===== src/hdl/jpic_pkg.sv =====
// Shared types and constants for the JSON payload integrity checker.
`default_nettype none

package jpic_pkg;

   localparam int LENGTH_BITS_DEFAULT = 16;
   localparam int MAX_BYTES_W         = 16;
   localparam logic [MAX_BYTES_W-1:0] MAX_BYTES_RESET = 16'd4096;

   localparam logic [7:0] OPEN_BRACE  = 8'h7B;
   localparam logic [7:0] CLOSE_BRACE = 8'h7D;
   localparam logic [7:0] QUOTE_CHAR  = 8'h22;
   localparam logic [7:0] ESC_CHAR    = 8'h5C;
   localparam logic [7:0] WS_LIMIT    = 8'h20;

   typedef enum logic [2:0] {
      REASON_OK         = 3'd0,
      REASON_TOO_LONG   = 3'd1,
      REASON_BLANK      = 3'd2,
      REASON_FRAMING    = 3'd3,
      REASON_UNDERFLOW  = 3'd4,
      REASON_UNBALANCED = 3'd5
   } reason_type;

   typedef struct packed {
      logic       seen_content;
      logic       first_is_open;
      logic [7:0] last_content_byte;
      logic       inside_string;
      logic       escape_pending;
      logic       underflow_seen;
   } scan_flags_type;

endpackage

`default_nettype wire


===== src/hdl/jpic_scan.sv =====
// Per-byte scan update and end-of-payload verdict.
`default_nettype none

module jpic_scan #(
   parameter int LENGTH_BITS = jpic_pkg::LENGTH_BITS_DEFAULT
) (
   input  wire logic [7:0]                         data_byte,
   input  wire jpic_pkg::scan_flags_type           flags_cur,
   input  wire logic [LENGTH_BITS:0]               count_cur,
   input  wire logic [LENGTH_BITS:0]               depth_cur,
   input  wire logic [jpic_pkg::MAX_BYTES_W-1:0]   max_payload_bytes,
   output jpic_pkg::scan_flags_type                flags_next,
   output logic [LENGTH_BITS:0]                    count_next,
   output logic [LENGTH_BITS:0]                    depth_next,
   output jpic_pkg::reason_type                    reason
);

   localparam int CNT_W = LENGTH_BITS + 1;
   localparam int CMP_W = (CNT_W > jpic_pkg::MAX_BYTES_W) ? CNT_W : jpic_pkg::MAX_BYTES_W;
   localparam logic [CNT_W-1:0] CNT_CAP = {CNT_W{1'b1}};

   logic is_content;
   logic too_long;

   assign is_content = data_byte > jpic_pkg::WS_LIMIT;
   assign too_long   = CMP_W'(count_next) > CMP_W'(max_payload_bytes);

   always_comb begin
      flags_next = flags_cur;
      depth_next = depth_cur;
      count_next = (count_cur != CNT_CAP) ? count_cur + CNT_W'(1) : count_cur;

      if (is_content) begin
         if (!flags_cur.seen_content) begin
            flags_next.first_is_open = (data_byte == jpic_pkg::OPEN_BRACE);
         end
         flags_next.seen_content      = 1'b1;
         flags_next.last_content_byte = data_byte;
      end

      // string tracking first; braces count only outside strings
      if (flags_cur.inside_string) begin
         if (flags_cur.escape_pending) begin
            flags_next.escape_pending = 1'b0;
         end else if (data_byte == jpic_pkg::ESC_CHAR) begin
            flags_next.escape_pending = 1'b1;
         end else if (data_byte == jpic_pkg::QUOTE_CHAR) begin
            flags_next.inside_string = 1'b0;
         end
      end else if (data_byte == jpic_pkg::QUOTE_CHAR) begin
         flags_next.inside_string = 1'b1;
      end else if (data_byte == jpic_pkg::OPEN_BRACE) begin
         if (depth_cur != CNT_CAP) begin
            depth_next = depth_cur + CNT_W'(1);
         end
      end else if (data_byte == jpic_pkg::CLOSE_BRACE) begin
         if (depth_cur == '0) begin
            flags_next.underflow_seen = 1'b1;
         end else begin
            depth_next = depth_cur - CNT_W'(1);
         end
      end
   end

   always_comb begin
      priority if (too_long) begin
         reason = jpic_pkg::REASON_TOO_LONG;
      end else if (!flags_next.seen_content) begin
         reason = jpic_pkg::REASON_BLANK;
      end else if (!flags_next.first_is_open ||
                   flags_next.last_content_byte != jpic_pkg::CLOSE_BRACE) begin
         reason = jpic_pkg::REASON_FRAMING;
      end else if (flags_next.underflow_seen) begin
         reason = jpic_pkg::REASON_UNDERFLOW;
      end else if (depth_next != '0 || flags_next.inside_string) begin
         reason = jpic_pkg::REASON_UNBALANCED;
      end else begin
         reason = jpic_pkg::REASON_OK;
      end
   end

endmodule

`default_nettype wire


===== src/hdl/json_payload_integrity_check.sv =====
// JSON payload integrity checker: top level with scan state and result register.
//
// Usage: bytes of one payload arrive on the req_ channel (req_data_byte,
// req_last_byte marks the final byte), one per cycle when req_valid and
// req_ready are both high. Only the final byte yields an item on the rsp_
// channel: rsp_intact and rsp_fail_reason (0 ok, 1 too long, 2 blank,
// 3 bad framing, 4 underflow, 5 unbalanced or unclosed).
// Latency: the result is valid the cycle after the final byte is accepted.
// Throughput: one byte per cycle while req_ready is high; the next scan state
// is combinational in the counters and flags; payloads follow back to back.
// Stall: the result register holds until rsp_ready; req_ready stays high
// while the register is empty or is being drained in the same cycle.
// csr_wr_en/csr_wr_data set the maximum payload length; write only while idle.
// Reset: synchronous, active high; clears the scan state and rsp_valid (not the
// stored reason), sets the maximum length to 4096. No clearing pass is needed.
`default_nettype none

module json_payload_integrity_check #(
   parameter int LENGTH_BITS = jpic_pkg::LENGTH_BITS_DEFAULT
) (
   input  wire logic                              clock,
   input  wire logic                              reset,
   input  wire logic                              req_valid,
   output logic                                   req_ready,
   input  wire logic [7:0]                        req_data_byte,
   input  wire logic                              req_last_byte,
   output logic                                   rsp_valid,
   input  wire logic                              rsp_ready,
   output logic                                   rsp_intact,
   output logic [2:0]                             rsp_fail_reason,
   input  wire logic                              csr_wr_en,
   input  wire logic [jpic_pkg::MAX_BYTES_W-1:0]  csr_wr_data
);

   localparam int CNT_W = LENGTH_BITS + 1;

   logic [jpic_pkg::MAX_BYTES_W-1:0] max_bytes_ff;
   jpic_pkg::scan_flags_type         flags_ff, flags_in, flags_scan;
   logic [CNT_W-1:0]                 count_ff, count_in, count_scan;
   logic [CNT_W-1:0]                 depth_ff, depth_in, depth_scan;
   jpic_pkg::reason_type             reason_scan;
   jpic_pkg::reason_type             reason_ff, reason_in;
   logic                             rsp_valid_ff, rsp_valid_in;
   logic                             accept;

   assign req_ready = !rsp_valid_ff || rsp_ready;
   assign accept    = req_valid && req_ready;

   jpic_scan #(
      .LENGTH_BITS(LENGTH_BITS)
   ) u_scan (
      .data_byte         (req_data_byte),
      .flags_cur         (flags_ff),
      .count_cur         (count_ff),
      .depth_cur         (depth_ff),
      .max_payload_bytes (max_bytes_ff),
      .flags_next        (flags_scan),
      .count_next        (count_scan),
      .depth_next        (depth_scan),
      .reason            (reason_scan)
   );

   always_comb begin
      flags_in     = flags_ff;
      count_in     = count_ff;
      depth_in     = depth_ff;
      reason_in    = reason_ff;
      rsp_valid_in = rsp_valid_ff && !rsp_ready;
      if (accept) begin
         if (req_last_byte) begin
            // start the next payload from a clean slate
            flags_in     = '0;
            count_in     = '0;
            depth_in     = '0;
            reason_in    = reason_scan;
            rsp_valid_in = 1'b1;
         end else begin
            flags_in = flags_scan;
            count_in = count_scan;
            depth_in = depth_scan;
         end
      end
   end

   always_ff @(posedge clock) begin
      if (reset) begin
         max_bytes_ff <= jpic_pkg::MAX_BYTES_RESET;
         flags_ff     <= '0;
         count_ff     <= '0;
         depth_ff     <= '0;
         rsp_valid_ff <= 1'b0;
      end else begin
         if (csr_wr_en) begin
            max_bytes_ff <= csr_wr_data;
         end
         flags_ff     <= flags_in;
         count_ff     <= count_in;
         depth_ff     <= depth_in;
         rsp_valid_ff <= rsp_valid_in;
      end
   end

   always_ff @(posedge clock) begin
      reason_ff <= reason_in;
   end

   assign rsp_valid       = rsp_valid_ff;
   assign rsp_fail_reason = reason_ff;
   assign rsp_intact      = (reason_ff == jpic_pkg::REASON_OK);

endmodule

`default_nettype wire


===== config.mk =====
export PLATFORM = sky130hd
export DESIGN_NAME = json_payload_integrity_check
export DESIGN_NICKNAME = d
export VERILOG_FILES = /design/src/hdl/jpic_pkg.sv /design/src/hdl/jpic_scan.sv /design/src/hdl/json_payload_integrity_check.sv
export SDC_FILE = /design/constraint.sdc
export NUM_CORES = 1
export LEC_CHECK = 0
export BUFFER_PORTS_ARGS = -buffer_cell sky130_fd_sc_hd__buf_2
export CAP_MARGIN = 20
export CORE_UTILIZATION = 35
export CTS_BUF_LIST = sky130_fd_sc_hd__clkbuf_4
export DETAILED_ROUTE_END_ITERATION = 8
export HOLD_SLACK_MARGIN = 0.08
export PLACE_DENSITY_LB_ADDON = 0.12
export SETUP_SLACK_MARGIN = 0.2
export SLEW_MARGIN = 20
export SYNTH_ARGS = -nofsm -noshare
export SYNTH_HDL_FRONTEND = slang
export SYNTH_SLANG_ARGS = --single-unit

===== constraint.sdc =====
create_clock -name clock -period 5.7 [get_ports clock]
set_input_delay 0.285 -clock clock [delete_from_list [all_inputs] [get_ports clock]]
set_output_delay 0.285 -clock clock [all_outputs]
set_load 0.02 [all_outputs]

==> reports/metrics.csv, run 1 <==
stage,metric,value,unit
global_routing,initial antenna violation count,0,
worst_hold_path,hold_sp,req_data_byte[4],
clock_tree,TritonCTS clock tree,done,
power,pwr/cell area,179.9,mW/mm^2
timing,Tightest Pin Transition,1.033,ns
critical_path,worst-path cell chain,ha_1 > inv_1 > or2_2 > or3_1 > nand2_1 > nor2_1 > nand3_1 > xnor2_1 > ha_1 > and3_1 > a221o_1 > o21ai_0 > nor3b_1 > o31ai_1 > nor4b_1 > a21oi_1,
floorplanning,Core Area,0.01267,sq mm
yosys,Mapped Area,0.004584,sq mm
global_routing,met2 global-route usage,34.00,%
yosys,most frequently used flop master after synthesis,dfxtp_1,
critical_path,"Arr. time, crit path",4.30,ns
route,final WL,13.64,mm
timing,Post-Route Setup TNS,0,ns
place,IO Port Bufs,35,
critical_path,WP data required,5.89,ns
yosys,syn_nets,624,
finish,final instance area,0.005131,sq mm
clock_tree,total CTS buffers,9,
critical_path,"Slowest-stage cell, CP",or3_1,
yosys,xor/xnor share of the synthesized area,4.394,%
floorplanning,die area,0.01356,sq mm
critical_path,Crit Path Max Fanout,7,
route,DRC,0,
timing,worst hold margin,0.1570,ns
critical_path,CP Launch Point,count_ff[0],
route,average wire per standard cell,17.47,um
clock_tree,H-tree depth,3,
critical_path,CP most frequent cell,ha_1,
global_routing,total grt overflow,0,
power,Clk network pwr share,35.2,%
flow_run,Max Cap Viol,0,
power,P_leak,1.889,nW
yosys,Synth cell types,71,
yosys,compound-cell area share of the yosys netlist,23.28,%
power,P_sw,0.0002656,W
power,Worst VDD drop,0.1078,mV
yosys,sequential fraction of the synthesis area,29.91,%
place,Setup WS pre-CTS,1.656,ns
yosys,Yosys reg bits,67,
finish,ratio of cells with drive above 1 in the final layout,12.32,%
route,DR iter-0 viols,433,
yosys,"EDFF count, synth",3,
route,Final ANT Viol Nets,0,
global_routing,M3 GR Usage,3.892,%
route,routed vias/inst,5.808,
yosys,main combinational cell family by area after synthesis,simple AND/OR/NAND/NOR gates,
finish,ANT cells,0,
timing,unrepaired setup endpoints after global routing,false,
finish,Post-Layout Cell Count,781,
power,internal power,0.0006575,W
yosys,post-synthesis adder-cell area fraction,5.459,%
critical_path,Worst setup SP type,flip-flop,
route,1st-pass router iterations,7,
timing,FMAX,243.3,MHz
clock_tree,Root Driver,clkbuf_4,
timing,period utilization,72.12,%
global_routing,largest net degree at the start of global routing,58,
yosys,Post-synth ARST share,0,%
timing,Setup Viol. Count Final,0,
critical_path,Setup CP Type,flip-flop to flip-flop,
critical_path,FF-to-FF path depth,16,
place,DP Cell Count,749,
clock_tree,postcts setup bufs,0,
critical_path,Crit path largest cell delay,0.44,ns
clock_tree,Clock Tree Buf Depth,2,
route,vias,4536,
floorplanning,DIE WIDTH,116.4,um
worst_hold_path,worst hold stages,3,
global_routing,global-route wire length before repair,22.05,mm
yosys,synthesized area per cell,7.987,sq um
power,sequential power share,52.9,%
yosys,post-synthesis mux area share,3.957,%
finish,synthesis-to-finish area growth,11.93,%
timing,Max Slew Vio Count,0,
global_routing,GR Util All Layers,21.32,%
place,DP Wirelength,9.819,mm
floorplanning,Starting Density,36.18,%
finish,fillcell total,1347,
global_routing,met1 usage,28.06,%
timing,Final min period,4.111,ns
timing,Slew Limit Headroom,30.56,%
run_status,status,"complete, no violations",
clock_tree,"Clk Latency, worst-skew pair",0.46,ns
floorplanning,Chip Height,116.4,um
finish,Multi-input gate area,0.002947,sq mm
floorplanning,Rows,41,
finish,FF+latch area,0.001371,sq mm
global_routing,gr busiest metal,met2,
worst_hold_path,Worst Hold Class,input port to flip-flop,
place,GPL Wtd Cong,0.9522,
yosys,Cells after Synth,574,
yosys,yosys synthesis warning count,0,
clock_tree,"Reg clk slew, reported paths",0.12,ns
power,Combinational Power Share,11.9,%
floorplanning,# IOs,36,
place,placed instance area,0.004836,sq mm
timing,clock skew,0.02465,ns
global_routing,vias in the first global route,4196,
timing,Final Hold Vio Count,0,
finish,fin nets,654,
timing,final setup margin,1.589,ns
critical_path,Crit. End Element,flip-flop,
clock_tree,clock sinks,67,
yosys,Simple-Gate Fraction of Synth Area,27.18,%
power,switching share of power,28.78,%
critical_path,Reg2Reg Launch Point,count_ff[0],
-- state kept, by name (all words and copies together), names as in the netlist --
register         flops
rsp_fail_reason      3
max_bytes_ff        16
count_ff            17
depth_ff            17
rsp_valid            1
flags_ff            13
-- power groups by stage --
stage	sequential (W)	combinational, W	clock (W)
2_1_floorplan	0.000499	0.0000647	0
3_3_place_gp	0.000499	0.000100	0
3_5_place_dp	0.000499	0.000102	0
4_1_cts	0.000489	0.000110	0.000339
5_1_grt	0.000490	0.000123	0.000360
6_report	0.000488	0.000109	0.000325
-- cells in the final DEF (no fill, tap or decap), types with 8 or more instances in the layout --
| cell | instances |
|---|---|
| dfxtp_1 | 64 |
| buf_2 | 35 |
| clkbuf_4 | 9 |
| nor4_1 | 9 |
| nand2_1 | 26 |
| a22oi_1 | 24 |
| a21oi_1 | 33 |
| ha_1 | 20 |
| o21ai_0 | 25 |
| inv_1 | 28 |
| dlygate4sd3_1 | 16 |
| or3_1 | 12 |
| nor2_1 | 85 |
| nand3_1 | 18 |
| mux2i_1 | 17 |
| nand4_1 | 19 |
| xnor2_1 | 18 |
| nand4b_1 | 8 |
| nor3_1 | 12 |
-- worst max-delay path: cells and delay by family, from the launching register on --
family	cells	cell delay (ns)
AND/OR/NAND/NOR	8	1.94
flip-flops	1	0.42
adder cells (fa/ha/maj)	2	0.54
AO/OA/AOI/OAI	4	0.72
XOR/XNOR	1	0.16
buffers and inverters	1	0.06
-- cells by family after synthesis --
group / after synthesis
buffers and inverters: 63
adders and majority gates: 20
and+or+nand+nor: 235
muxes: 18
AOI/OAI and AO/OA: 148
xor gates and xnor gates: 23
DFF: 67
-- through the flow --
step	total power [W]	utilization (%)
detailed placement	0.0006008	38.17
finish	0.0009231	40.50
global placement	0.0005990	38.17
floorplan	0.0005635	-
CTS	0.0009384	40.50
global route	0.0009741	40.50
-- final cells by class --
class / instances / share of cell area [%]
Inverter: 28 / 2.048
Clock buffer: 9 / 1.317
Clock inverter: 7 / 1.317
Timing Repair Buffer: 54 / 6.974
Sequential cell: 67 / 26.73
Tap cell: 172 / 4.194
Multi-Input combinational cell: 444 / 57.43
-- cell usage after synthesis, types with 3 or more instances --
cell type / instances / share of area, %
o21ai_0: 25 / 2.7
nand2b_1: 4 / 0.55
a211oi_1: 5 / 0.82
a311oi_1: 3 / 0.57
nand4_1: 19 / 2.6
inv_1: 28 / 2.3
and3_1: 7 / 0.96
nor3_1: 12 / 1.3
ha_1: 20 / 5.5
xor2_1: 5 / 0.96
mux2i_1: 17 / 3.7
and4_1: 4 / 0.76
o21ai_1: 4 / 0.44
o31ai_1: 4 / 0.66
o211ai_1: 6 / 0.98
edfxtp_1: 3 / 2.0
nand2_1: 26 / 2.1
or3_1: 12 / 1.6
buf_2: 11 / 1.2
or2_2: 5 / 0.68
nor2_1: 85 / 7.0
a21oi_1: 33 / 3.6
clkbuf_1: 18 / 1.5
a31oi_1: 3 / 0.41
nand4b_1: 8 / 1.5
a22oi_1: 24 / 3.9
xnor2_1: 18 / 3.4
and4b_1: 4 / 0.87
nor2b_1: 3 / 0.41
nor4_1: 9 / 1.2
a21o_1: 5 / 0.82
nand3_1: 18 / 2.0
dfxtp_1: 64 / 28
buf_1: 3 / 0.25
and2_1: 5 / 0.68
a32o_1: 7 / 1.5
a2111oi_2: 3 / 0.98
-- metal layers --
metal  part of all wire, %  vias up
li1                      -     2198
met5                     0        -
met2                    46      151
met1                    46     2150
met4                   2.9        0
met3                   5.2       37
-- worst paths after layout --
kind,end,slack [ns]
worst min-delay path,flags_ff[1],0.16
worst max register to register,rsp_fail_reason[0],1.59
worst max-delay path,rsp_fail_reason[0],1.59
worst min register to register,flags_ff[7],0.47
-- repair_timing --
| item | in CTS | in global routing |
|---|---|---|
| endpoints found under the hold margin | 16 | 0 |
| hold buffers | 16 | 0 |
| resized for setup | 0 | 0 |
Power figures use the tool's default switching activity.
==> run 2: changes to the inputs <==
clock period = 4.2 ns   (was 5.7 ns; I/O delays follow)
==> run 2 against run 1 <==
  * Combinational power rose by 41%
  * Non-clock buffer count rose by 9
  * Largest power group unchanged
  * Register-to-register slack got worse by 1.3 ns
  * Highest routed layer unchanged
  * Clock skew fell by 0.0039 ns
==> reports/metrics.csv, run 2 (same netlist as run 1, synthesis figures left out) <==
stage,metric,value,unit,change
timing,Max Slew Vio Count,0,,unchanged
critical_path,Setup CP Type,flip-flop to flip-flop,,
clock_tree,TritonCTS clock tree,done,,
timing,clock skew,0.02078,ns,-0.003869 ns
timing,Tightest Pin Transition,0.9760,ns,-0.05676 ns
route,1st-pass router iterations,5,,-2
floorplanning,Rows,41,,unchanged
floorplanning,Core Area,0.01267,sq mm,unchanged
route,Final ANT Viol Nets,0,,unchanged
place,IO Port Bufs,35,,unchanged
critical_path,Worst setup SP type,flip-flop,,
power,pwr/cell area,250.6,mW/mm^2,+39%
timing,Slew Limit Headroom,34.38,%,+3.8 points
timing,unrepaired setup endpoints after global routing,false,,
global_routing,vias in the first global route,4324,,+3.1%
finish,fillcell total,1348,,+0.074%
critical_path,WP data required,4.39,ns,-1.50 ns
critical_path,Crit Path Max Fanout,7,,unchanged
floorplanning,Chip Height,116.4,um,unchanged
floorplanning,die area,0.01356,sq mm,unchanged
timing,Post-Route Setup TNS,0,ns,unchanged
clock_tree,"Clk Latency, worst-skew pair",0.44,ns,-0.02 ns
clock_tree,"Reg clk slew, reported paths",0.12,ns,about the same
finish,most frequent cells in the layout,"nor2_1, dfxtp_1, buf_2, a21oi_1, inv_1",,
floorplanning,DIE WIDTH,116.4,um,unchanged
clock_tree,total CTS buffers,9,,unchanged
finish,ANT cells,0,,unchanged
clock_tree,postcts setup bufs,0,,unchanged
global_routing,largest net degree at the start of global routing,34,,-41%
global_routing,GR Util All Layers,22.01,%,+0.69 points
power,P_leak,1.952,nW,+3.3%
place,DP Wirelength,10.24,mm,+4.3%
route,vias,4527,,-0.20%
timing,FMAX,255.4,MHz,+5.0%
place,GPL Wtd Cong,0.9356,,-1.7%
floorplanning,Starting Density,36.18,%,unchanged
route,DRC,0,,unchanged
global_routing,global-route wire length before repair,22.69,mm,+2.9%
route,final WL,14.10,mm,+3.4%
clock_tree,Clock Tree Buf Depth,2,,unchanged
global_routing,initial antenna violation count,0,,unchanged
finish,Post-Layout Cell Count,790,,+1.2%
worst_hold_path,Worst Hold Class,input port to flip-flop,,
timing,Final min period,3.916,ns,-0.1951 ns
timing,Setup Viol. Count Final,0,,unchanged
finish,ratio of cells with drive above 1 in the final layout,14.40,%,+2.1 points
critical_path,Crit. End Element,flip-flop,,
route,DR iter-0 viols,340,,-21%
power,Total Power,0.001317,W,+43%
route,routed vias/inst,5.730,,-1.3%
clock_tree,H-tree depth,3,,unchanged
timing,period utilization,93.23,%,+21 points
timing,Final Hold Vio Count,0,,unchanged
clock_tree,Root Driver,clkbuf_4,,
run_status,status,"complete, no violations",,
power,Worst VDD drop,0.1610,mV,+49%
finish,"commonest non-fill, non-tap cell in the layout",nor2_1,,
finish,synthesis-to-finish area growth,14.68,%,
route,average wire per standard cell,17.85,um,+2.2%
critical_path,"Arr. time, crit path",4.10,ns,-0.20 ns
finish,Largest regs,"count_ff: 17 flops, depth_ff: 17 flops, max_bytes_ff: 16 flops",,
global_routing,total grt overflow,0,,unchanged
place,DP Cell Count,753,,+0.53%
flow_run,Max Cap Viol,0,,unchanged
clock_tree,clock sinks,67,,unchanged
finish,fin nets,663,,+1.4%
floorplanning,# IOs,36,,unchanged
## run 2: worst max-delay path: stages (launching register included)
cell	delay (ns)
dfxtp_2	0.39
ha_2	0.23
inv_1	0.05
or2_2	0.30
or3_4	0.38
nand2_1	0.15
nor2_2	0.10
nand3_1	0.11
xnor2_1	0.15
ha_1	0.28
and3_1	0.21
a221o_1	0.28
o21ai_0	0.19
nor3b_2	0.22
o31ai_1	0.16
nor4b_1	0.33
a21oi_1	0.11
## run 2: area by class of cell
type / instances / area [sq um] / area share [%]
clock buffer: 11 / 82.58 / 1.571
sequential: 67 / 1376 / 26.18
inverter: 28 / 105.1 / 1.999
tap: 172 / 215.2 / 4.093
timing repair buffer: 63 / 437.9 / 8.329
multi-input combinational: 444 / 2963 / 56.35
clock inverter: 5 / 77.57 / 1.475
## run 2: final timing paths
path | to | slack (ns) | startpoint | cells after the start
worst max-delay path | rsp_fail_reason[0] | 0.28 | count_ff[0] | 16
worst min-delay path | flags_ff[5] | 0.11 | req_data_byte[2] | 3
worst max register to register | rsp_fail_reason[0] | 0.28 | count_ff[0] | 16
worst min register to register | flags_ff[7] | 0.47 | flags_ff[7] | 2
## run 2: repair_timing
item	in CTS	in global routing
endpoints found under the hold margin	22	0
pin swaps	0	2
gates resized for setup	1	8
setup endpoints to repair	1	2
hold buffers	21	0
## run 2: metrics by stage
stage	area [sq um]	hold slack (ns)	setup WS (ns)	utilization, %
after global routing	5258	0.1482	0.1467	41.49
after CTS	5241	0.08545	0.2263	41.36
final	5258	0.1118	0.2843	41.49
after global placement	4866	0.4444	0.2166	38.40
after detailed placement	4866	0.4362	0.2014	38.40
after floorplan	4584	0.3404	0.5371	-
## run 2: power by group
| part | leakage [nW] | total [W] | internal, W | switching [W] |
|---|---|---|---|---|
| Clock | 0.0885 | 0.000500 | 0.000253 | 0.000247 |
| Combinational | 1.31 | 0.000154 | 0.0000619 | 0.0000923 |
| Sequential | 0.548 | 0.000663 | 0.000655 | 0.00000839 |
| Total | 1.95 | 0.00132 | 0.000970 | 0.000347 |
## run 2: per-layer routing
| layer | part of all wire [%] | track usage (%) |
|---|---|---|
| met1 | 46 | 27.78 |
| met2 | 47 | 36.06 |
| met3 | 4.0 | 4.255 |
| met4 | 2.8 | 10.43 |
| met5 | 0 | 0 |
